[config.mk]
export PLATFORM = sky130hd
export DESIGN_NAME = hmstmr_split
export DESIGN_NICKNAME = d
export VERILOG_FILES = /design/src/rtl/hmstmr_pkg.sv /design/src/rtl/hmstmr_split.sv
export VERILOG_INCLUDE_DIRS = /design/src /design/src/rtl
export SDC_FILE = /design/constraint.sdc
export NUM_CORES = 2
export LEC_CHECK = 0
export ABC_AREA = 1
export BUFFER_PORTS_ARGS = -buffer_cell sky130_fd_sc_hd__buf_4
export CORE_UTILIZATION = 40
export DETAILED_ROUTE_END_ITERATION = 10
export PLACE_DENSITY = 0.64
export RECOVER_POWER = 100
export SLEW_MARGIN = 25
export SYNTH_ARGS = -nofsm -noshare
export SYNTH_HDL_FRONTEND = slang
export SYNTH_SLANG_ARGS = --single-unit
[constraint.sdc]
create_clock -name clock -period 6.76 [get_ports clock]
set_input_delay 1.69 -clock clock [delete_from_list [all_inputs] [get_ports clock]]
set_output_delay 1.69 -clock clock [all_outputs]
set_load 0.03 [all_outputs]
[src/rtl/assert_macros.svh]
// assertion macros shared by the timer rtl
`ifndef ASSERT_MACROS_SVH
`define ASSERT_MACROS_SVH
`ifndef SYNTHESIS
// plain property, checked on every clock edge outside reset
`define HMS_ASSERT(label, clk, rst, prop) \
   label: assert property (@(posedge clk) disable iff (rst) prop) \
      else $error("timer assertion failed");
// same-cycle implication
`define HMS_ASSERT_IMPL(label, clk, rst, ante, cons) \
   label: assert property (@(posedge clk) disable iff (rst) (ante) |-> (cons)) \
      else $error("timer implication failed");
`else
`define HMS_ASSERT(label, clk, rst, prop)
`define HMS_ASSERT_IMPL(label, clk, rst, ante, cons)
`endif
`endif

[src/rtl/hmstmr_pkg.sv]
// types and constants shared by the timer modules
`timescale 1ns / 1ps
`default_nettype none
package hmstmr_pkg;

   typedef enum logic [2:0] {
      ACT_TICK,
      ACT_START,
      ACT_PAUSE,
      ACT_STOP,
      ACT_RESTART,
      ACT_LOAD
   } action_type;

   typedef enum logic [1:0] {
      MODE_DOWN,
      MODE_UP,
      MODE_EVENTS
   } mode_type;

   typedef enum logic [2:0] {
      CSR_PRESET_HOURS,
      CSR_PRESET_MINUTES,
      CSR_PRESET_SECONDS,
      CSR_COUNT_MODE,
      CSR_TICK_INTERVAL,
      CSR_CALIBRATION
   } csr_index_type;

   localparam int unsigned ACTION_W    = 3;
   localparam int unsigned CSR_INDEX_W = 3;
   localparam int unsigned CSR_DATA_W  = 32;
   localparam int unsigned COUNT_W     = 32;
   localparam int unsigned CARRY_W     = 16;

   localparam int unsigned MINSEC_LIMIT = 59;

   // load total fits 34 bits for any hour limit up to 1193
   localparam int unsigned LOAD_W = 34;
   localparam logic [LOAD_W-1:0] MS_PER_HOUR = 34'd3600000;
   localparam logic [LOAD_W-1:0] MS_PER_MIN  = 34'd60000;
   localparam logic [LOAD_W-1:0] MS_PER_SEC  = 34'd1000;

   localparam logic [COUNT_W-1:0] COUNT_MAX           = '1;
   localparam logic [COUNT_W-1:0] TICK_INTERVAL_RESET = 32'd1000;
   localparam logic [COUNT_W-1:0] CAL_ONE             = 32'h0001_0000;

   // split of a millisecond count into h/m/s
   localparam int unsigned SEC_W       = 23;
   localparam int unsigned HOURS_W     = 11;
   localparam int unsigned TOTMIN_W    = 17;
   localparam int unsigned CLOCK_W     = 6;
   localparam int unsigned HOURS_OUT_W = 16;
   localparam int unsigned SEC_PER_MIN = 60;

   // reciprocals, exact over the full input range
   localparam logic [28:0] RECIP_MS        = 29'd274877907;
   localparam int unsigned RECIP_MS_SHIFT  = 38;
   localparam logic [22:0] RECIP_HOUR      = 23'd4772186;
   localparam int unsigned RECIP_HOUR_SHIFT = 34;
   localparam logic [23:0] RECIP_MIN       = 24'd8947849;
   localparam int unsigned RECIP_MIN_SHIFT = 29;

   typedef struct packed {
      logic fired;
      logic done;
      logic running;
      logic stopped;
      logic completed;
   } status_type;

endpackage
`default_nettype wire

[src/rtl/hmstmr_split.sv]
// result pipeline: splits the millisecond count into hours, minutes and seconds
`timescale 1ns / 1ps
`default_nettype none
`include "assert_macros.svh"
module hmstmr_split import hmstmr_pkg::*; (
   input  logic                   clock,
   input  logic                   reset,
   input  logic                   in_valid,
   output logic                   in_ready,
   input  status_type             in_status,
   input  logic [COUNT_W-1:0]     in_count,
   output logic                   out_valid,
   input  logic                   out_ready,
   output status_type             out_status,
   output logic [COUNT_W-1:0]     out_count,
   output logic [HOURS_OUT_W-1:0] out_hours,
   output logic [CLOCK_W-1:0]     out_minutes,
   output logic [CLOCK_W-1:0]     out_seconds
);

   localparam int unsigned MsProdW   = COUNT_W + $bits(RECIP_MS);
   localparam int unsigned HourProdW = SEC_W + $bits(RECIP_HOUR);
   localparam int unsigned MinProdW  = SEC_W + $bits(RECIP_MIN);

   logic a_valid_ff, b_valid_ff, c_valid_ff, d_valid_ff;
   logic a_ready, b_ready, c_ready, d_ready;

   status_type           a_status_ff, b_status_ff, c_status_ff, d_status_ff;
   logic [COUNT_W-1:0]   a_count_ff, b_count_ff, c_count_ff, d_count_ff;
   logic [SEC_W-1:0]     b_secs_ff, b_secs_in;
   logic [SEC_W-1:0]     c_secs_ff;
   logic [HOURS_W-1:0]   c_hours_ff, c_hours_in;
   logic [TOTMIN_W-1:0]  c_totmin_ff, c_totmin_in;
   logic [HOURS_OUT_W-1:0] d_hours_ff;
   logic [CLOCK_W-1:0]   d_minutes_ff, d_minutes_in;
   logic [CLOCK_W-1:0]   d_seconds_ff, d_seconds_in;

   logic [MsProdW-1:0]   ms_prod;
   logic [HourProdW-1:0] hour_prod;
   logic [MinProdW-1:0]  min_prod;
   logic [TOTMIN_W-1:0]  minutes_wide;
   logic [SEC_W-1:0]     seconds_wide;

   // each stage fills whenever the one after it can move
   assign d_ready  = !d_valid_ff || out_ready;
   assign c_ready  = !c_valid_ff || d_ready;
   assign b_ready  = !b_valid_ff || c_ready;
   assign a_ready  = !a_valid_ff || b_ready;
   assign in_ready = a_ready;

   assign ms_prod   = MsProdW'(a_count_ff) * MsProdW'(RECIP_MS);
   assign b_secs_in = ms_prod[RECIP_MS_SHIFT +: SEC_W];

   assign hour_prod   = HourProdW'(b_secs_ff) * HourProdW'(RECIP_HOUR);
   assign min_prod    = MinProdW'(b_secs_ff) * MinProdW'(RECIP_MIN);
   assign c_hours_in  = hour_prod[RECIP_HOUR_SHIFT +: HOURS_W];
   assign c_totmin_in = min_prod[RECIP_MIN_SHIFT +: TOTMIN_W];

   // remainders by constant multiply and subtract, both below sixty
   assign minutes_wide = c_totmin_ff - TOTMIN_W'(c_hours_ff) * TOTMIN_W'(SEC_PER_MIN);
   assign seconds_wide = c_secs_ff - SEC_W'(c_totmin_ff) * SEC_W'(SEC_PER_MIN);
   assign d_minutes_in = minutes_wide[CLOCK_W-1:0];
   assign d_seconds_in = seconds_wide[CLOCK_W-1:0];

   always_ff @(posedge clock) begin
      if (reset) begin
         a_valid_ff <= 1'b0;
         b_valid_ff <= 1'b0;
         c_valid_ff <= 1'b0;
         d_valid_ff <= 1'b0;
      end else begin
         if (a_ready) a_valid_ff <= in_valid;
         if (b_ready) b_valid_ff <= a_valid_ff;
         if (c_ready) c_valid_ff <= b_valid_ff;
         if (d_ready) d_valid_ff <= c_valid_ff;
      end
   end

   always_ff @(posedge clock) begin
      if (a_ready) begin
         a_status_ff <= in_status;
         a_count_ff  <= in_count;
      end
      if (b_ready) begin
         b_status_ff <= a_status_ff;
         b_count_ff  <= a_count_ff;
         b_secs_ff   <= b_secs_in;
      end
      if (c_ready) begin
         c_status_ff <= b_status_ff;
         c_count_ff  <= b_count_ff;
         c_secs_ff   <= b_secs_ff;
         c_hours_ff  <= c_hours_in;
         c_totmin_ff <= c_totmin_in;
      end
      if (d_ready) begin
         d_status_ff  <= c_status_ff;
         d_count_ff   <= c_count_ff;
         d_hours_ff   <= HOURS_OUT_W'(c_hours_ff);
         d_minutes_ff <= d_minutes_in;
         d_seconds_ff <= d_seconds_in;
      end
   end

   assign out_valid   = d_valid_ff;
   assign out_status  = d_status_ff;
   assign out_count   = d_count_ff;
   assign out_hours   = d_hours_ff;
   assign out_minutes = d_minutes_ff;
   assign out_seconds = d_seconds_ff;

   `HMS_ASSERT_IMPL(a_minutes_range, clock, reset, out_valid, out_minutes < 6'd60)
   `HMS_ASSERT_IMPL(a_seconds_range, clock, reset, out_valid, out_seconds < 6'd60)
   `HMS_ASSERT_IMPL(a_hours_range, clock, reset, out_valid, out_hours <= 16'd1193)

endmodule
`default_nettype wire

; After elaboration in Yosys (flattened, before gate mapping)
; Cells that the tools add are included.
[word_totals]
register_bits = 232
romBits = 0
word_cells = 50
latch_bits = 0
out_inout_bits = 67
ram_bits = 0
memories = 0
[classes]
bitwise_logic = 0
eq_ne = 0
shifts = 0
mul = 5
n_addsub = 2
n_mux = 0
reduce_logical = 8
n_lt_le_gt_ge = 0
div = 0
[op_table]
columns = operator, count
row1 = multiplier 32 x 29 -> 61 bit (second input constant), 1
row2 = multiplier 23 x 24 -> 46 bit (second input constant), 1
row3 = multiplier 23 x 22 -> 44 bit (second input constant), 1
row4 = multiplier 17 x 4 -> 4 bit (second input constant), 1
row5 = subtractor 6 bit, 2
row6 = multiplier 11 x 4 -> 4 bit (second input constant), 1
row7 = logical NOT 1 bit, 4
row8 = logical OR 1 bit, 4

; Depth between registers and ports, before layout
[logic_depth]
ltp_word = 5
ltp_mapped = 27
ltp_nobuf = 27

; Worst setup path before layout
; No wires, ideal clock.
[synth_path]
kind = in2out
start = input port out_ready
end = output port in_ready
path_buffers = 0
arrival_ns = 5.446
t_required_ns = 5.070
path_slack_ns = -0.376
path_stages = 6
path_cell_list = nor2_1 inv_1 nor2_1 inv_1 nor2_1 nand2_1
[synth_between]
elab_chain_cells = 4
[synth_lines]
columns = element, line_no
row1 = from (decl), hmstmr_split.sv:13  ; input logic out_ready,
row2 = logical OR 1 bit, hmstmr_split.sv:45  ; assign d_ready = !d_valid_ff || out_ready;
row3 = named net d_ready, hmstmr_split.sv:26  ; logic a_ready, b_ready, c_ready, d_ready;
row4 = logical OR 1 bit, hmstmr_split.sv:46  ; assign c_ready = !c_valid_ff || d_ready;
row5 = named net c_ready, hmstmr_split.sv:26
row6 = logical OR 1 bit, hmstmr_split.sv:47  ; assign b_ready = !b_valid_ff || c_ready;
row7 = logical OR 1 bit, hmstmr_split.sv:48  ; assign a_ready = !a_valid_ff || b_ready;
row8 = to (decl), hmstmr_split.sv:9  ; output logic in_ready,
; The timed path passes the listed nets, and every way through them passes these cells.

; Worst setup path after layout
[layout_path]
start = register a_count_ff[6]
end = register b_secs_ff[20], data pin
[layout_between]
elab_chain_cells = 1
[layout_lines]
columns = element, line_no
row1 = from (decl), hmstmr_split.sv:29  ; logic [COUNT_W-1:0] a_count_ff, b_count_ff, c_count_ff, d_count_ff;
row2 = from (signal assigned), hmstmr_split.sv:82  ; a_count_ff <= in_count;
row3 = multiplier 32 x 29 -> 61 bit, hmstmr_split.sv:51  ; assign ms_prod = MsProdW'(a_count_ff) * MsProdW'(RECIP_MS);
row4 = named net ms_prod[58], hmstmr_split.sv:38  ; logic [MsProdW-1:0] ms_prod;
row5 = to (signal assigned), hmstmr_split.sv:87  ; b_secs_ff <= b_secs_in;
row6 = to (decl), hmstmr_split.sv:30  ; logic [SEC_W-1:0] b_secs_ff, b_secs_in;
; The timed path passes the listed nets, and every way through them passes these cells.
; A chain may end at the register's enable or synchronous reset.

==> run_results.csv <==
group,metric,value,unit
clocking,cts_tree,"done",
global_routing,grt_pass1_vias,26300,
setup_path,end_kind,"flop",
setup_path,cp_max_fo,6,
die,rows,107,
hold_path,min-delay-start,"b_count_ff[10]$_DFFE_PP_",
setup_path,path_buf_inv,5,
logic_synthesis,seq_area_frac_synth,19.0,%
sta,period_share,95.1,%
die,core_region_area,0.0855,mm^2
sta,tns,0,ps
sta,relSlewSlack,-186,%
setup_path,crit_top_cell,"nand2_1",
setup_path,crit_path_cell_trace,"clkbuf_1 -> ha_1 -> ha_1 -> inv_1 -> fa_1 -> fa_1 -> inv_1 -> fa_1 -> fa_1 -> fa_1 -> inv_1 -> fa_1 -> inv_1 -> ha_1 -> a21oi_1 -> o21ai_0 -> nand2_1 -> nand2_1 -> nand2_1 -> nand2_1 -> a21oi_1 -> nand2_1 -> nand2_1 -> nand2_1",
detailed_routing,finalWirelength,91300,um
clocking,clock_path_buffers,3,
flow_run,drv_cap,4,
place,hpwl,79100,um
setup_path,slowest_stage,"fa_1",
finish,drive_above_1_share,3.53,%
setup_path,cp.required,7130,ps
finish,area_delta_synth_final,9.01,%
global_routing,grtUsageTotal,21.1,%
detailed_routing,dr.pass1.iters,7,
logic_synthesis,synth-seq-cells,221,
detailed_routing,antenna_left,0,
hold_path,hold_path.class,"flop to flop",
finish,stdcell_count,4966,
setup_path,ff2ff_setup_slack,330,ps
clocking,cts_buffers,28,
hold_path,holdPathStages,0,
setup_path,cp_top_family,"adder cells",
detailed_routing,drc,0,
place,gp_congestion,0.992,
finish,antennaDiodeCount,0,
sta,hold_viol_final,0,
finish,layout_common_cells,"inv_1 (1000), ha_1 (718), nand2_1 (526)",
place,dp.cells,4911,
logic_synthesis,synth_cell_type_count,37,
die,dieHeight,297,um
sta,setup_violations,0,
setup_path,timing.rr.end,"b_secs_ff[20]$_DFFE_PP_",
detailed_routing,detail_route.iter0.violations,1105,
status,status,"finished with violations",
sta,fmax,0.156,GHz
logic_synthesis,postSynthCellCount,3625,
finish,mostFrequentLayoutCell,"inv_1",
sta,worstMarginPinSlew,4280,ps
die,start_util,40.6,%
clocking,cts.htree.levels,1,
logic_synthesis,yosys-top-cells-area,"fa_1 (29%), ha_1 (26%), edfxtp_1 (19%)",
die,dieWidth,297,um
clocking,clkTransAtPathRegs,70,ps
setup_path,reg2regPathDepth,24,
sta,rsz0062_at_grt,"no",
global_routing,grt_max_degree,62,
detailed_routing,viasPerCell,4.88,
setup_path,cp-start-kind,"flop",
clocking,clk_latency,640,ps
global_routing,overflow,0,
logic_synthesis,synthesis.area,0.0348,mm^2
logic_synthesis,synth_top_area_cell,"fa_1",
sta,fin_skew,52.1,ps
logic_synthesis,synth.top_cell.area_share,28.9,%
clocking,cts_hold_buf,0,
setup_path,r2r_start,"a_count_ff[6]$_DFFE_PP_",
die,ios,108,
setup_path,worstSetupPathType,"flop to flop",
finish,final_util,44.3,%
hold_path,hold_end,"c_count_ff[10]$_DFFE_PP_",
detailed_routing,wire_per_inst,18.4,um
sta,final-max-slew-violation-count,210,
finish,fillers,8342,
sta,fin_crit,6430,ps
global_routing,grt_pass1_wl,143000,um
place,placement.io_buffers,102,
clocking,clock-root-buffer,"clkbuf_16",
clocking,clock_sinks,221,
logic_synthesis,syn_avg_cell_area,9.59,um^2
global_routing,antenna_found_initial,0,
setup_path,arrival,6790,ps
die,die_area,0.0881,mm^2
status,violations,"max-capacitance violations, max-slew violations",
finish,nets,5061,
setup_path,crit_path_max_incr_delay,550,ps
detailed_routing,dr_total_vias,24200,
logic_synthesis,yosysWarnings,0,
what timing repair did:
| action | in CTS | in global routing |
|---|---|---|
| endpoints found under the setup margin | 0 | 1 |
| buffers inserted | 0 | 3 |
| resized for setup | 0 | 1 |
synthesized netlist by cell type:
library cell	n
nand2_1	526
ha_1	718
nor2_1	176
nor3_1	23
and2_1	1
and3_1	1
dfxtp_1	4
nand2_2	3
conb_1	1
inv_2	4
a21boi_0	5
a211oi_1	2
nand3b_1	4
inv_1	1002
fa_1	502
xor2_1	9
a21o_1	12
xnor2_1	12
nor2_4	1
o21bai_1	13
nand3_1	92
o21a_1	3
or2_2	1
o31ai_1	1
o21ai_0	74
a31oi_1	3
o211ai_1	2
nor3_2	7
o21ai_1	1
nor4_1	6
nor4_2	3
buf_4	5
nor2_2	10
o2111ai_1	1
edfxtp_1	217
nand4_1	31
a21oi_1	149
cells by family (layout without fill, tap and decap cells):
family,after synthesis,after routing,synth area share [%]
AND/OR/NAND/NOR,885,885,10.6
other,1,5,0.0108
adder cells (fa/ha/maj),1220,1220,54.8
flip-flops,221,221,19.0
XOR/XNOR,21,21,0.529
AO/OA/AOI/OAI,266,266,4.13
buffers and inverters,1011,1204,11.0
metal layers:
layer | track usage, % | routed length (um)
met3 | 3.02 | 4230
met4 | 7.53 | 3690
met2 | 38.0 | 45400
met5 | 0 | 0
met1 | 25.6 | 38100
worst max path at each step:
| stage | from | to | slack [ps] | cells after the start |
|---|---|---|---|---|
| 4_1_cts | a_count_ff[8]$_DFFE_PP_ | b_secs_ff[22]$_DFFE_PP_ | 270 | 25 |
| 3_5_place_dp | a_count_ff[8]$_DFFE_PP_ | b_secs_ff[22]$_DFFE_PP_ | 340 | 25 |
| 6_report | a_count_ff[6]$_DFFE_PP_ | b_secs_ff[20]$_DFFE_PP_ | 330 | 24 |
| 3_3_place_gp | a_count_ff[8]$_DFFE_PP_ | b_secs_ff[22]$_DFFE_PP_ | 390 | 25 |
| 5_1_grt | a_count_ff[6]$_DFFE_PP_ | b_secs_ff[15]$_DFFE_PP_ | 4 | 25 |
| 2_1_floorplan | out_ready | in_ready | 70 | 6 |
state kept, by name, indices dropped and copies added, names as in the netlist:
signal,flops
a_count_ff,32
a_status_ff,5
a_valid_ff,1
b_count_ff,32
b_secs_ff,23
b_status_ff,5
b_valid_ff,1
c_count_ff,32
c_hours_ff,11
c_secs_ff,6
c_status_ff,5
c_totmin_ff,6
c_valid_ff,1
out_count,32
out_hours,11
out_minutes,6
out_seconds,6
out_status,5
out_valid,1
metrics by stage:
step | area (um^2) | setup WS (ps) | hold WS (ps)
2_1_floorplan | 34800 | 71.8 | 400
3_3_place_gp | 37200 | 395 | 401
3_5_place_dp | 37200 | 341 | 405
4_1_cts | 38200 | 274 | 415
5_1_grt | 37900 | 3.67 | 422
6_report | 37900 | 334 | 415
worst reg2reg max path, cell delays in order, from the launching register on:
cell and delay [ps]:
edfxtp_1 520, clkbuf_1 410, ha_1 350, ha_1 200, inv_1 100, fa_1 450, fa_1 550, inv_1 50
fa_1 500, fa_1 440, fa_1 500, inv_1 60, fa_1 520, inv_1 60, ha_1 300, a21oi_1 260
o21ai_0 160, nand2_1 100, nand2_1 70, nand2_1 80, nand2_1 100, a21oi_1 200, nand2_1 70, nand2_1 60
nand2_1 40
cell type report:
type	instances	area, um^2	share of cell area (%)
clock buffer	32	716	1.89
clock inverter	20	239	0.631
inverter	1006	3780	9.98
multi-input combinational	2397	24400	64.3
sequential	221	6600	17.4
tap	1144	1430	3.78
timing repair buffer	146	767	2.02
Power is not shown: default switching activity piles up to over one toggle a cycle in this logic, so the estimate is an artifact.
