### config.mk
export PLATFORM = sky130hd
export DESIGN_NAME = hmstmr_engine
export DESIGN_NICKNAME = d
export VERILOG_FILES = /design/src/rtl/hmstmr_pkg.sv /design/src/rtl/hmstmr_engine.sv
export VERILOG_INCLUDE_DIRS = /design/src /design/src/rtl
export SDC_FILE = /design/constraint.sdc
export NUM_CORES = 2
export LEC_CHECK = 0
export BUFFER_PORTS_ARGS = -buffer_cell sky130_fd_sc_hd__buf_4
export CAP_MARGIN = 15
export CELL_PAD_IN_SITES_DETAIL_PLACEMENT = 2
export CELL_PAD_IN_SITES_GLOBAL_PLACEMENT = 2
export CORE_MARGIN = 4
export CORE_UTILIZATION = 37
export DETAILED_ROUTE_END_ITERATION = 12
export PLACE_DENSITY = 0.77
export SYNTH_ARGS = -nofsm -noshare
export SYNTH_HDL_FRONTEND = slang
export SYNTH_SLANG_ARGS = --single-unit
### constraint.sdc
create_clock -name clock -period 14.08 [get_ports clock]
set_input_delay 0.704 -clock clock [delete_from_list [all_inputs] [get_ports clock]]
set_output_delay 0.704 -clock clock [all_outputs]
set_load 0.03 [all_outputs]
### src/rtl/assert_macros.svh
// assertion macros shared by the timer rtl
`ifndef ASSERT_MACROS_SVH
`define ASSERT_MACROS_SVH
`ifndef SYNTHESIS
// plain property, checked on every clock edge outside reset
`define HMS_ASSERT(label, clk, rst, prop) \
   label: assert property (@(posedge clk) disable iff (rst) prop) \
      else $error("timer assertion failed");
// same-cycle implication
`define HMS_ASSERT_IMPL(label, clk, rst, ante, cons) \
   label: assert property (@(posedge clk) disable iff (rst) (ante) |-> (cons)) \
      else $error("timer implication failed");
`else
`define HMS_ASSERT(label, clk, rst, prop)
`define HMS_ASSERT_IMPL(label, clk, rst, ante, cons)
`endif
`endif

### src/rtl/hmstmr_pkg.sv
// types and constants shared by the timer modules
`timescale 1ns / 1ps
`default_nettype none
package hmstmr_pkg;

   typedef enum logic [2:0] {
      ACT_TICK,
      ACT_START,
      ACT_PAUSE,
      ACT_STOP,
      ACT_RESTART,
      ACT_LOAD
   } action_type;

   typedef enum logic [1:0] {
      MODE_DOWN,
      MODE_UP,
      MODE_EVENTS
   } mode_type;

   typedef enum logic [2:0] {
      CSR_PRESET_HOURS,
      CSR_PRESET_MINUTES,
      CSR_PRESET_SECONDS,
      CSR_COUNT_MODE,
      CSR_TICK_INTERVAL,
      CSR_CALIBRATION
   } csr_index_type;

   localparam int unsigned ACTION_W    = 3;
   localparam int unsigned CSR_INDEX_W = 3;
   localparam int unsigned CSR_DATA_W  = 32;
   localparam int unsigned COUNT_W     = 32;
   localparam int unsigned CARRY_W     = 16;

   localparam int unsigned MINSEC_LIMIT = 59;

   // load total fits 34 bits for any hour limit up to 1193
   localparam int unsigned LOAD_W = 34;
   localparam logic [LOAD_W-1:0] MS_PER_HOUR = 34'd3600000;
   localparam logic [LOAD_W-1:0] MS_PER_MIN  = 34'd60000;
   localparam logic [LOAD_W-1:0] MS_PER_SEC  = 34'd1000;

   localparam logic [COUNT_W-1:0] COUNT_MAX           = '1;
   localparam logic [COUNT_W-1:0] TICK_INTERVAL_RESET = 32'd1000;
   localparam logic [COUNT_W-1:0] CAL_ONE             = 32'h0001_0000;

   // split of a millisecond count into h/m/s
   localparam int unsigned SEC_W       = 23;
   localparam int unsigned HOURS_W     = 11;
   localparam int unsigned TOTMIN_W    = 17;
   localparam int unsigned CLOCK_W     = 6;
   localparam int unsigned HOURS_OUT_W = 16;
   localparam int unsigned SEC_PER_MIN = 60;

   // reciprocals, exact over the full input range
   localparam logic [28:0] RECIP_MS        = 29'd274877907;
   localparam int unsigned RECIP_MS_SHIFT  = 38;
   localparam logic [22:0] RECIP_HOUR      = 23'd4772186;
   localparam int unsigned RECIP_HOUR_SHIFT = 34;
   localparam logic [23:0] RECIP_MIN       = 24'd8947849;
   localparam int unsigned RECIP_MIN_SHIFT = 29;

   typedef struct packed {
      logic fired;
      logic done;
      logic running;
      logic stopped;
      logic completed;
   } status_type;

endpackage
`default_nettype wire

### src/rtl/hmstmr_engine.sv
// timer state, configuration registers and per-item state update
`timescale 1ns / 1ps
`default_nettype none
`include "assert_macros.svh"
module hmstmr_engine import hmstmr_pkg::*; #(
   parameter int unsigned HOUR_LIMIT = 999
) (
   input  logic                   clock,
   input  logic                   reset,
   input  logic                   csr_write_enable,
   input  logic [CSR_INDEX_W-1:0] csr_index,
   input  logic [CSR_DATA_W-1:0]  csr_write_data,
   input  logic                   step,
   input  logic [ACTION_W-1:0]    action,
   input  logic [COUNT_W-1:0]     now_ms,
   output status_type             status,
   output logic [COUNT_W-1:0]     count
);

   localparam int unsigned HourW = $clog2(HOUR_LIMIT + 1);

   logic [15:0]          preset_hours_ff;
   logic [7:0]           preset_minutes_ff;
   logic [7:0]           preset_seconds_ff;
   logic [1:0]           count_mode_ff;
   logic [COUNT_W-1:0]   tick_interval_ff;
   logic [COUNT_W-1:0]   calibration_ff;

   logic [COUNT_W-1:0]   count_now_ff, count_now_in;
   logic [COUNT_W-1:0]   count_full_ff, count_full_in;
   logic [COUNT_W-1:0]   count_origin_ff, count_origin_in;
   logic [COUNT_W-1:0]   last_ref_ff, last_ref_in;
   logic                 stopped_ff, stopped_in;
   logic                 completed_ff, completed_in;
   logic [CARRY_W-1:0]   carry_ff, carry_in;

   logic [HourW-1:0]     hours_clamp;
   logic [5:0]           minutes_clamp;
   logic [5:0]           seconds_clamp;
   logic [LOAD_W-1:0]    load_total;
   logic [COUNT_W-1:0]   load_count;

   logic [COUNT_W-1:0]   elapsed;
   logic                 interval_due;
   logic [COUNT_W-1:0]   factor;
   logic [2*COUNT_W-1:0] corrected;
   logic                 whole_over;
   logic [COUNT_W-1:0]   delta;
   logic [CARRY_W-1:0]   carry_tick;
   logic [COUNT_W:0]     up_sum;
   logic                 down_left;
   logic                 up_left;
   logic [COUNT_W-1:0]   stop_count;
   logic                 fired;
   logic                 done;

   // configuration writes
   always_ff @(posedge clock) begin
      if (reset) begin
         preset_hours_ff   <= '0;
         preset_minutes_ff <= '0;
         preset_seconds_ff <= '0;
         count_mode_ff     <= MODE_DOWN;
         tick_interval_ff  <= TICK_INTERVAL_RESET;
         calibration_ff    <= CAL_ONE;
      end else if (csr_write_enable) begin
         unique case (csr_index_type'(csr_index))
            CSR_PRESET_HOURS:   preset_hours_ff   <= csr_write_data[15:0];
            CSR_PRESET_MINUTES: preset_minutes_ff <= csr_write_data[7:0];
            CSR_PRESET_SECONDS: preset_seconds_ff <= csr_write_data[7:0];
            CSR_COUNT_MODE:     count_mode_ff     <= csr_write_data[1:0];
            CSR_TICK_INTERVAL:  tick_interval_ff  <= csr_write_data;
            CSR_CALIBRATION:    calibration_ff    <= csr_write_data;
            default: ;
         endcase
      end
   end

   // preset to milliseconds, saturating
   assign hours_clamp   = (preset_hours_ff > 16'(HOUR_LIMIT)) ? HourW'(HOUR_LIMIT)
                                                              : preset_hours_ff[HourW-1:0];
   assign minutes_clamp = (preset_minutes_ff > 8'(MINSEC_LIMIT)) ? 6'(MINSEC_LIMIT)
                                                                 : preset_minutes_ff[5:0];
   assign seconds_clamp = (preset_seconds_ff > 8'(MINSEC_LIMIT)) ? 6'(MINSEC_LIMIT)
                                                                 : preset_seconds_ff[5:0];
   assign load_total = LOAD_W'(hours_clamp) * MS_PER_HOUR
                     + LOAD_W'(minutes_clamp) * MS_PER_MIN
                     + LOAD_W'(seconds_clamp) * MS_PER_SEC;
   assign load_count = (|load_total[LOAD_W-1:COUNT_W]) ? COUNT_MAX : load_total[COUNT_W-1:0];

   // scaled elapsed time, q16.16 with carried fraction
   assign elapsed      = now_ms - last_ref_ff;
   assign interval_due = (elapsed >= tick_interval_ff);
   assign factor       = (calibration_ff == '0) ? CAL_ONE : calibration_ff;
   assign corrected    = (2*COUNT_W)'(elapsed) * (2*COUNT_W)'(factor)
                       + (2*COUNT_W)'(carry_ff);
   assign whole_over   = |corrected[2*COUNT_W-1:COUNT_W+CARRY_W];
   assign delta        = whole_over ? COUNT_MAX : corrected[COUNT_W+CARRY_W-1:CARRY_W];
   assign carry_tick   = whole_over ? '0 : corrected[CARRY_W-1:0];

   assign down_left  = (count_now_ff > delta);
   assign up_sum     = {1'b0, count_now_ff} + {1'b0, delta};
   assign up_left    = (up_sum < {1'b0, count_full_ff});
   assign stop_count = (count_mode_ff == MODE_UP) ? '0 : count_full_ff;

   always_comb begin
      count_now_in    = count_now_ff;
      count_full_in   = count_full_ff;
      count_origin_in = count_origin_ff;
      last_ref_in     = last_ref_ff;
      stopped_in      = stopped_ff;
      completed_in    = completed_ff;
      carry_in        = carry_ff;
      fired           = 1'b0;
      done            = 1'b0;
      unique case (action_type'(action))
         ACT_TICK: begin
            if (!completed_ff && !stopped_ff && interval_due) begin
               last_ref_in = now_ms;
               carry_in    = carry_tick;
               priority if (count_mode_ff == MODE_DOWN) begin
                  if (down_left) begin
                     count_now_in = count_now_ff - delta;
                     fired        = 1'b1;
                  end else begin
                     stopped_in   = 1'b1;
                     completed_in = 1'b1;
                     count_now_in = stop_count;
                     done         = 1'b1;
                  end
               end else if (count_mode_ff == MODE_UP) begin
                  if (up_left) begin
                     count_now_in = up_sum[COUNT_W-1:0];
                     fired        = 1'b1;
                  end else begin
                     stopped_in   = 1'b1;
                     completed_in = 1'b1;
                     count_now_in = stop_count;
                     done         = 1'b1;
                  end
               end else begin
                  // interval events only, the spare mode included
                  fired = 1'b1;
               end
            end
         end
         ACT_START: begin
            if (stopped_ff) begin
               stopped_in  = 1'b0;
               last_ref_in = now_ms;
               carry_in    = '0;
            end
            completed_in = 1'b0;
         end
         ACT_PAUSE: begin
            stopped_in = 1'b1;
         end
         ACT_STOP: begin
            stopped_in   = 1'b1;
            completed_in = 1'b1;
            count_now_in = stop_count;
         end
         ACT_RESTART: begin
            count_now_in = count_origin_ff;
            completed_in = 1'b0;
            stopped_in   = 1'b0;
            last_ref_in  = now_ms;
            carry_in     = '0;
         end
         ACT_LOAD: begin
            count_full_in   = load_count;
            count_now_in    = (count_mode_ff == MODE_UP) ? '0 : load_count;
            count_origin_in = (count_mode_ff == MODE_UP) ? '0 : load_count;
         end
         default: ;
      endcase
   end

   always_ff @(posedge clock) begin
      if (reset) begin
         count_now_ff    <= '0;
         count_full_ff   <= '0;
         count_origin_ff <= '0;
         last_ref_ff     <= '0;
         stopped_ff      <= 1'b1;
         completed_ff    <= 1'b0;
         carry_ff        <= '0;
      end else if (step) begin
         count_now_ff    <= count_now_in;
         count_full_ff   <= count_full_in;
         count_origin_ff <= count_origin_in;
         last_ref_ff     <= last_ref_in;
         stopped_ff      <= stopped_in;
         completed_ff    <= completed_in;
         carry_ff        <= carry_in;
      end
   end

   assign status.fired     = fired;
   assign status.done      = done;
   assign status.running   = !stopped_in && !completed_in;
   assign status.stopped   = stopped_in;
   assign status.completed = completed_in;
   assign count            = count_now_in;

   `HMS_ASSERT(a_completed_is_stopped, clock, reset, completed_ff |-> stopped_ff)
   `HMS_ASSERT(a_count_within_full, clock, reset, count_now_ff <= count_full_ff)
   `HMS_ASSERT(a_done_sets_flags, clock, reset, (step && done) |=> (completed_ff && stopped_ff))

endmodule
`default_nettype wire

== Word-level counts from Yosys, hierarchy flattened ==
Index checks and enable logic that the tools add are counted.
Operators by class
  add/subtract/negate cells: 6
  multipliers: 4
  order comparisons: 6
  eq/ne operators: 13
  muxes and demuxes: 45
  reductions and logical operators: 24
Operators with widths (count)
  32-bit two-way mux: 12
  32-bit one-hot mux with 4 select lines: 1
  32-bit one-hot mux with 3 select lines: 1
  64-bit by 16-bit adder with 64-bit output: 1
  32-bit by 32-bit multiplier with 64-bit output: 1
  32-bit subtractor: 2
  16-bit two-way mux: 3
  16-bit one-hot mux with 3 select lines: 1
  33-bit by 16-bit adder with 34-bit output: 1
  32-bit by 22-bit adder with 33-bit output: 1
  32-bit by 32-bit adder with 33-bit output: 1
  33-bit by 32-bit less-than comparator with 1-bit output: 1
  32-bit >= comparator: 1
  32-bit > comparator: 1
  32-bit zero test: 1
  10-bit by 15-bit multiplier with 25-bit output, second input constant: 1
  1-bit two-way mux: 22
  6-bit by 11-bit multiplier with 17-bit output, second input constant: 1
  16-bit by 10-bit > comparator with 1-bit output, second input constant: 1
  8-bit by 6-bit > comparator with 1-bit output, second input constant: 2
  16-bit OR reduction: 1
  2-bit AND reduction: 7
  6-bit by 7-bit multiplier with 13-bit output, second input constant: 1
  3-bit by 2-bit equality test with 1-bit output, second input constant: 4
  other kinds (14): 29
Storage, ports and cells
  bits in registers: 244
  output and inout bits: 37

== Logic depth before layout (Yosys ltp) ==
  depth in word-level cells: 15
  mapped depth: 68
  mapped depth without buffers: 63

== Worst setup path before layout ==
OpenSTA, ideal clock, no wires.
  path kind: in2out
  start point: in now_ms[0]
  end point: out count[10]
  arrival: 14.935 ns
  required time: 13.376 ns
  path slack: -1.559 ns
  cell stages on the path: 60
  buffers on the path: 6
  path through: inv_1 -> ha_1 -> fa_1 -> nor2b_1 -> o21ai_0 -> a21boi_0 -> o2111ai_1 -> nand3_1 -> o311ai_0 -> a31oi_1 -> o41a_1 -> a311oi_1 -> xnor2_1 -> clkbuf_1 -> and2_1 -> fa_1 -> fa_1 -> inv_1 -> [24 not listed] -> a21o_1 -> a211oi_1 -> a21oi_1 -> o21bai_1 -> a21o_1 -> a21oi_1 -> xnor2_1 -> ha_1 -> a21o_1 -> a21o_1 -> a21oi_1 -> o211ai_1 -> a21oi_1 -> o211ai_1 -> nor2_1 -> clkbuf_1 -> a221oi_1 -> o211ai_1
On the way
  longest elaborated chain between the ends: 12
RTL lines
  start: declaration: RTL line hmstmr_engine.sv:15  | input logic [COUNT_W-1:0] now_ms,
  32-bit subtractor *: RTL line hmstmr_engine.sv:92  | assign elapsed = now_ms - last_ref_ff;
  32-bit by 32-bit multiplier with 64-bit output: RTL line hmstmr_engine.sv:95  | assign corrected = (2*COUNT_W)'(elapsed) * (2*COUNT_W)'(factor)
  64-bit by 16-bit adder with 64-bit output: RTL line hmstmr_engine.sv:96  | + (2*COUNT_W)'(carry_ff);
  16-bit OR reduction: RTL line hmstmr_engine.sv:97  | assign whole_over = |corrected[2*COUNT_W-1:COUNT_W+CARRY_W];
  32-bit two-way mux: RTL line hmstmr_engine.sv:98  | assign delta = whole_over ? COUNT_MAX : corrected[COUNT_W+CARRY_W-1:CARRY_W];
  32-bit by 32-bit adder with 33-bit output: RTL line hmstmr_engine.sv:102  | assign up_sum = {1'b0, count_now_ff} + {1'b0, delta};
  33-bit by 32-bit less-than comparator with 1-bit output: RTL line hmstmr_engine.sv:103  | assign up_left = (up_sum < {1'b0, count_full_ff});
  32-bit two-way mux: RTL line hmstmr_engine.sv:132  | if (up_left) begin
  32-bit two-way mux: RTL line hmstmr_engine.sv:131  | end else if (count_mode_ff == MODE_UP) begin
  32-bit two-way mux: RTL line hmstmr_engine.sv:121  | priority if (count_mode_ff == MODE_DOWN) begin
  32-bit two-way mux *: RTL line hmstmr_engine.sv:118  | if (!completed_ff && !stopped_ff && interval_due) begin
  32-bit one-hot mux with 4 select lines *: RTL line hmstmr_engine.sv:116  | unique case (action_type'(action))
  end: declaration: RTL line hmstmr_engine.sv:17  | output logic [COUNT_W-1:0] count
Mark *: on every way between the ends. The rest lies on a longest branch, timed or not.

== Worst setup path in the final report ==
  start point: reg last_ref_ff[0]
  end point: out count[0]
On the way
  longest elaborated chain between the ends: 12
RTL lines
  start: declaration: RTL line hmstmr_engine.sv:32  | logic [COUNT_W-1:0] last_ref_ff, last_ref_in;
  start signal: assignment: RTL line hmstmr_engine.sv:192  | last_ref_ff <= last_ref_in;
  32-bit subtractor *: RTL line hmstmr_engine.sv:92
  32-bit by 32-bit multiplier with 64-bit output: RTL line hmstmr_engine.sv:95
  64-bit by 16-bit adder with 64-bit output: RTL line hmstmr_engine.sv:96
  16-bit OR reduction: RTL line hmstmr_engine.sv:97
  32-bit two-way mux: RTL line hmstmr_engine.sv:98
  32-bit by 32-bit adder with 33-bit output: RTL line hmstmr_engine.sv:102
  33-bit by 32-bit less-than comparator with 1-bit output: RTL line hmstmr_engine.sv:103
  32-bit two-way mux: RTL line hmstmr_engine.sv:132
  32-bit two-way mux: RTL line hmstmr_engine.sv:131
  32-bit two-way mux: RTL line hmstmr_engine.sv:121
  32-bit two-way mux *: RTL line hmstmr_engine.sv:118
  32-bit one-hot mux with 4 select lines *: RTL line hmstmr_engine.sv:116
Marks and branches as above.

==> impl_metrics.py <==
metrics = {
    "synth": {
        "synth_top_family_by_area": "adder cells",
        "synth-simple-area-share_pct": 18.9,
        "ys_seq_elements": 240,
        "muxShareOfSynthArea_pct": 0.264,
        "synth_warnings": 0,
        "synth-edff-count": 0,
        "synth_compound_area_share_pct": 12.1,
        "syn_area_um2": 58700,
        "synthArstFlopShare_pct": 0,
        "synth.distinct_cells": 89,
        "syn_avg_cell_area_um2": 8.36,
        "synth_ff_type": "dfxtp_1",
        "ys_seq_area_share_pct": 8.19,
        "synth_nets": 8695,
        "synth-xor-area-share_pct": 2.84,
        "syn_inst": 7016,
        "synthAdderAreaFrac_pct": 47.1,
    },
    "floorplan": {
        "core_um2": 157000,
        "io_pins": 111,
        "die_width_um": 406,
        "start_util_pct": 37.4,
        "dieArea_um2": 165000,
        "row_count": 145,
        "die_h_um": 406,
    },
    "route": {
        "drc": 0,
        "final_antenna_net_count": 0,
        "dr.pass1.iters": 9,
        "avgRoutedWirePerCell_um": 30.6,
        "wl_mm": 300,
        "avgViaCountPerCell": 5.83,
        "vias": 57200,
        "drt_iter0_drc": 4052,
    },
    "power": {
        "power.total_mw": 10.9,
        "leakage_nw": 34.4,
        "power_density_nw_per_um2": 151,
        "ir_worst_vdd_v": 0.000140,
    },
    "setup_path": {
        "path_common_cell": "fa_1",
        "worstPathMaxFanout": 15,
        "endpoint_kind": "primary output",
        "crit_family": "compound AO/OA/AOI/OAI gates",
        "startpoint_type": "flip-flop",
        "r2r_setup_slack_ns": -1.76,
        "crit_end": "count[0]",
        "reg2reg_depth": 64,
        "critPathBufInv": 11,
        "path_class": "flip-flop to primary output",
        "cp.depth": 64,
        "crit_arrival_ns": 16.39,
        "critPathSlowestCell": "fa_1",
        "crit_start": "last_ref_ff[0]$_SDFFE_PP0P_",
        "timing.rr.end": "count_now_ff[2]$_SDFFE_PP0P_",
        "cpPeakStageDelay_ns": 0.67,
        "critPathRequiredTime_ns": 13.38,
        "r2r-start": "last_ref_ff[0]$_SDFFE_PP0P_",
    },
    "layout": {
        "final_cells": 9803,
        "syn_to_final_growth_pct": 22.5,
        "drive_above_1_share_pct": 19.4,
        "nets": 9394,
        "final_cell_area_um2": 71900,
    },
    "timing": {
        "finalWorstSetupSlack_ns": -3.02,
        "holdWs_ns": 0.351,
        "slew_viol_final": 0,
        "relSlewSlack_pct": 15.4,
        "skew_ns": 0.0533,
        "grt_setup_unrepaired": "true",
        "min_period_ns": 17.10,
        "tns_ns": -154.98,
        "hold_violations": 0,
        "tightestPinTransition_ns": 1.26,
        "fmax_mhz": 58.5,
        "setup_violations": 71,
        "timing.final.crit_share_pct": 121,
    },
    "grt": {
        "grt_pass1_vias": 66100,
        "grt_max_degree": 112,
        "grt_overflow": 0,
        "grt_pass1_wl_mm": 415,
        "grtUsageTotal_pct": 33.2,
        "antenna_found_initial": 10,
    },
    "placement": {
        "port-buffer-count": 110,
        "dp_hpwl_mm": 218,
        "place_inst": 9655,
        "place_congestion": 0.917,
        "place_area_um2": 68200,
    },
    "status": {
        "status": "complete, but fails checks",
        "violations": "negative setup slack",
    },
    "cts": {
        "clk_latency_ns": 0.64,
        "path_clk_slew_ns": 0.06,
        "cts_max_level": 2,
        "clockBufferDepth": 3,
        "clock_sinks": 240,
        "numCtsBuffers": 35,
        "ctsRootBufferMaster": "clkbuf_16",
        "cts_tree": "built",
    },
    "flow_run": {
        "cap_viol_max_count": 0,
    },
    "min_path": {
        "hold_path_class": "primary input to flip-flop",
    },
}
-- power breakdown --
| part | internal, mW | total (mW) | switching, mW |
|---|---|---|---|
| logic | 3.85 | 9.18 | 5.33 |
| registers | 0.713 | 0.764 | 0.0509 |
| clock network | 0.522 | 0.936 | 0.414 |
| total | 5.08 | 10.9 | 5.80 |
-- through the flow --
stage,utilization [%],worst slack [ns]
2_1_floorplan,-,-0.698
3_3_place_gp,43.4,-2.49
3_5_place_dp,43.4,-3.06
4_1_cts,44.9,-2.21
5_1_grt,45.8,-3.28
6_report,45.8,-3.02
-- what timing repair did --
action                                  CTS  global route
setup buffers                            38            40
resized for setup                       174           208
cloned                                    1             3
hold buffers                              0             0
endpoints found under the setup margin   71            71
pin swaps                                88           110
-- tightest hold or removal path, delay by kind of cell --
family / cells / cell delay, ns
AOI/OAI and AO/OA: 1 / 0.05
buffers and inverters: 1 / 0.12
and+or+nand+nor: 1 / 0.05
-- kinds of logic after synthesis --
| logic type | Yosys count |
|---|---|
| xor+xnor | 190 |
| simple gates | 2248 |
| buf+inv | 1638 |
| fa+ha+maj | 1605 |
| mux | 15 |
| flops | 240 |
| compound gates | 1080 |
-- synthesized netlist by cell type (51+ instances only) --
cell type  number  area share, %
nand2_1       873            5.6
nor3_1         58           0.49
xnor2_1       132            2.0
xor2_1         58           0.87
ha_1          597             13
nand4_1        51           0.54
a21o_1         94            1.2
a211oi_1       55           0.70
nor2_1        299            1.9
and2_1        547            5.8
nor2b_1       111            1.2
o21ai_0       156            1.3
a21oi_1       368            3.1
nand3_1        59           0.50
fa_1         1008             34
clkbuf_1      347            2.2
inv_1        1263            8.1
dfxtp_1       240            8.2
-- area by class of cell --
class	count	area, µm²
clock inverter	15	161
timing repair buffer	1036	8620
multi-input combinational	5138	50000
clock buffer	47	961
fill	17000	85100
sequential	240	4810
tap	2058	2570
inverter	1264	4760
antenna	5	12.5
-- worst min path at each step --
stage,startpoint,end,slack [ns],cells after the start
2_1_floorplan,preset_minutes_ff[0]$_SDFFE_PP0P_,preset_minutes_ff[0]$_SDFFE_PP0P_,0.43,2
3_3_place_gp,last_ref_ff[16]$_SDFFE_PP0P_,last_ref_ff[16]$_SDFFE_PP0P_,0.44,2
3_5_place_dp,tick_interval_ff[21]$_SDFFE_PP0P_,tick_interval_ff[21]$_SDFFE_PP0P_,0.45,2
4_1_cts,now_ms[23],last_ref_ff[23]$_SDFFE_PP0P_,0.33,3
5_1_grt,now_ms[21],last_ref_ff[21]$_SDFFE_PP0P_,0.36,3
6_report,now_ms[23],last_ref_ff[23]$_SDFFE_PP0P_,0.35,3
-- cells in the final DEF (no fill, tap or decap), types with 46 or more instances in the layout --
cell / n
o21ai_0: 133
buf_6: 51
nand4_1: 51
xor2_1: 49
fa_1: 974
dfxtp_1: 237
a21oi_1: 319
buf_4: 933
and2_1: 536
xnor2_1: 112
nor2_1: 281
nand3_1: 51
inv_1: 1256
nor2b_1: 108
nand2b_1: 46
a21o_1: 94
nor3_1: 47
ha_1: 548
nand2_1: 855
-- sequential cells by signal (all words and copies together) (netlist names), 2 cells and up --
signal,count
tick_interval_ff,32
count_now_ff,32
last_ref_ff,32
count_origin_ff,30
count_mode_ff,2
preset_seconds_ff,8
count_full_ff,30
preset_hours_ff,16
calibration_ff,32
carry_ff,16
preset_minutes_ff,8
-- layer usage --
metal / track usage, % / vias to the layer above / wire (µm)
met5: 0 / - / 29
met1: 37.6 / 29700 / 109000
met4: 17.1 / 4 / 23600
met2: 60.8 / 2605 / 151000
li1: - / 23500 / -
met3: 4.59 / 1284 / 16700
(Power assumes the default switching activity.)
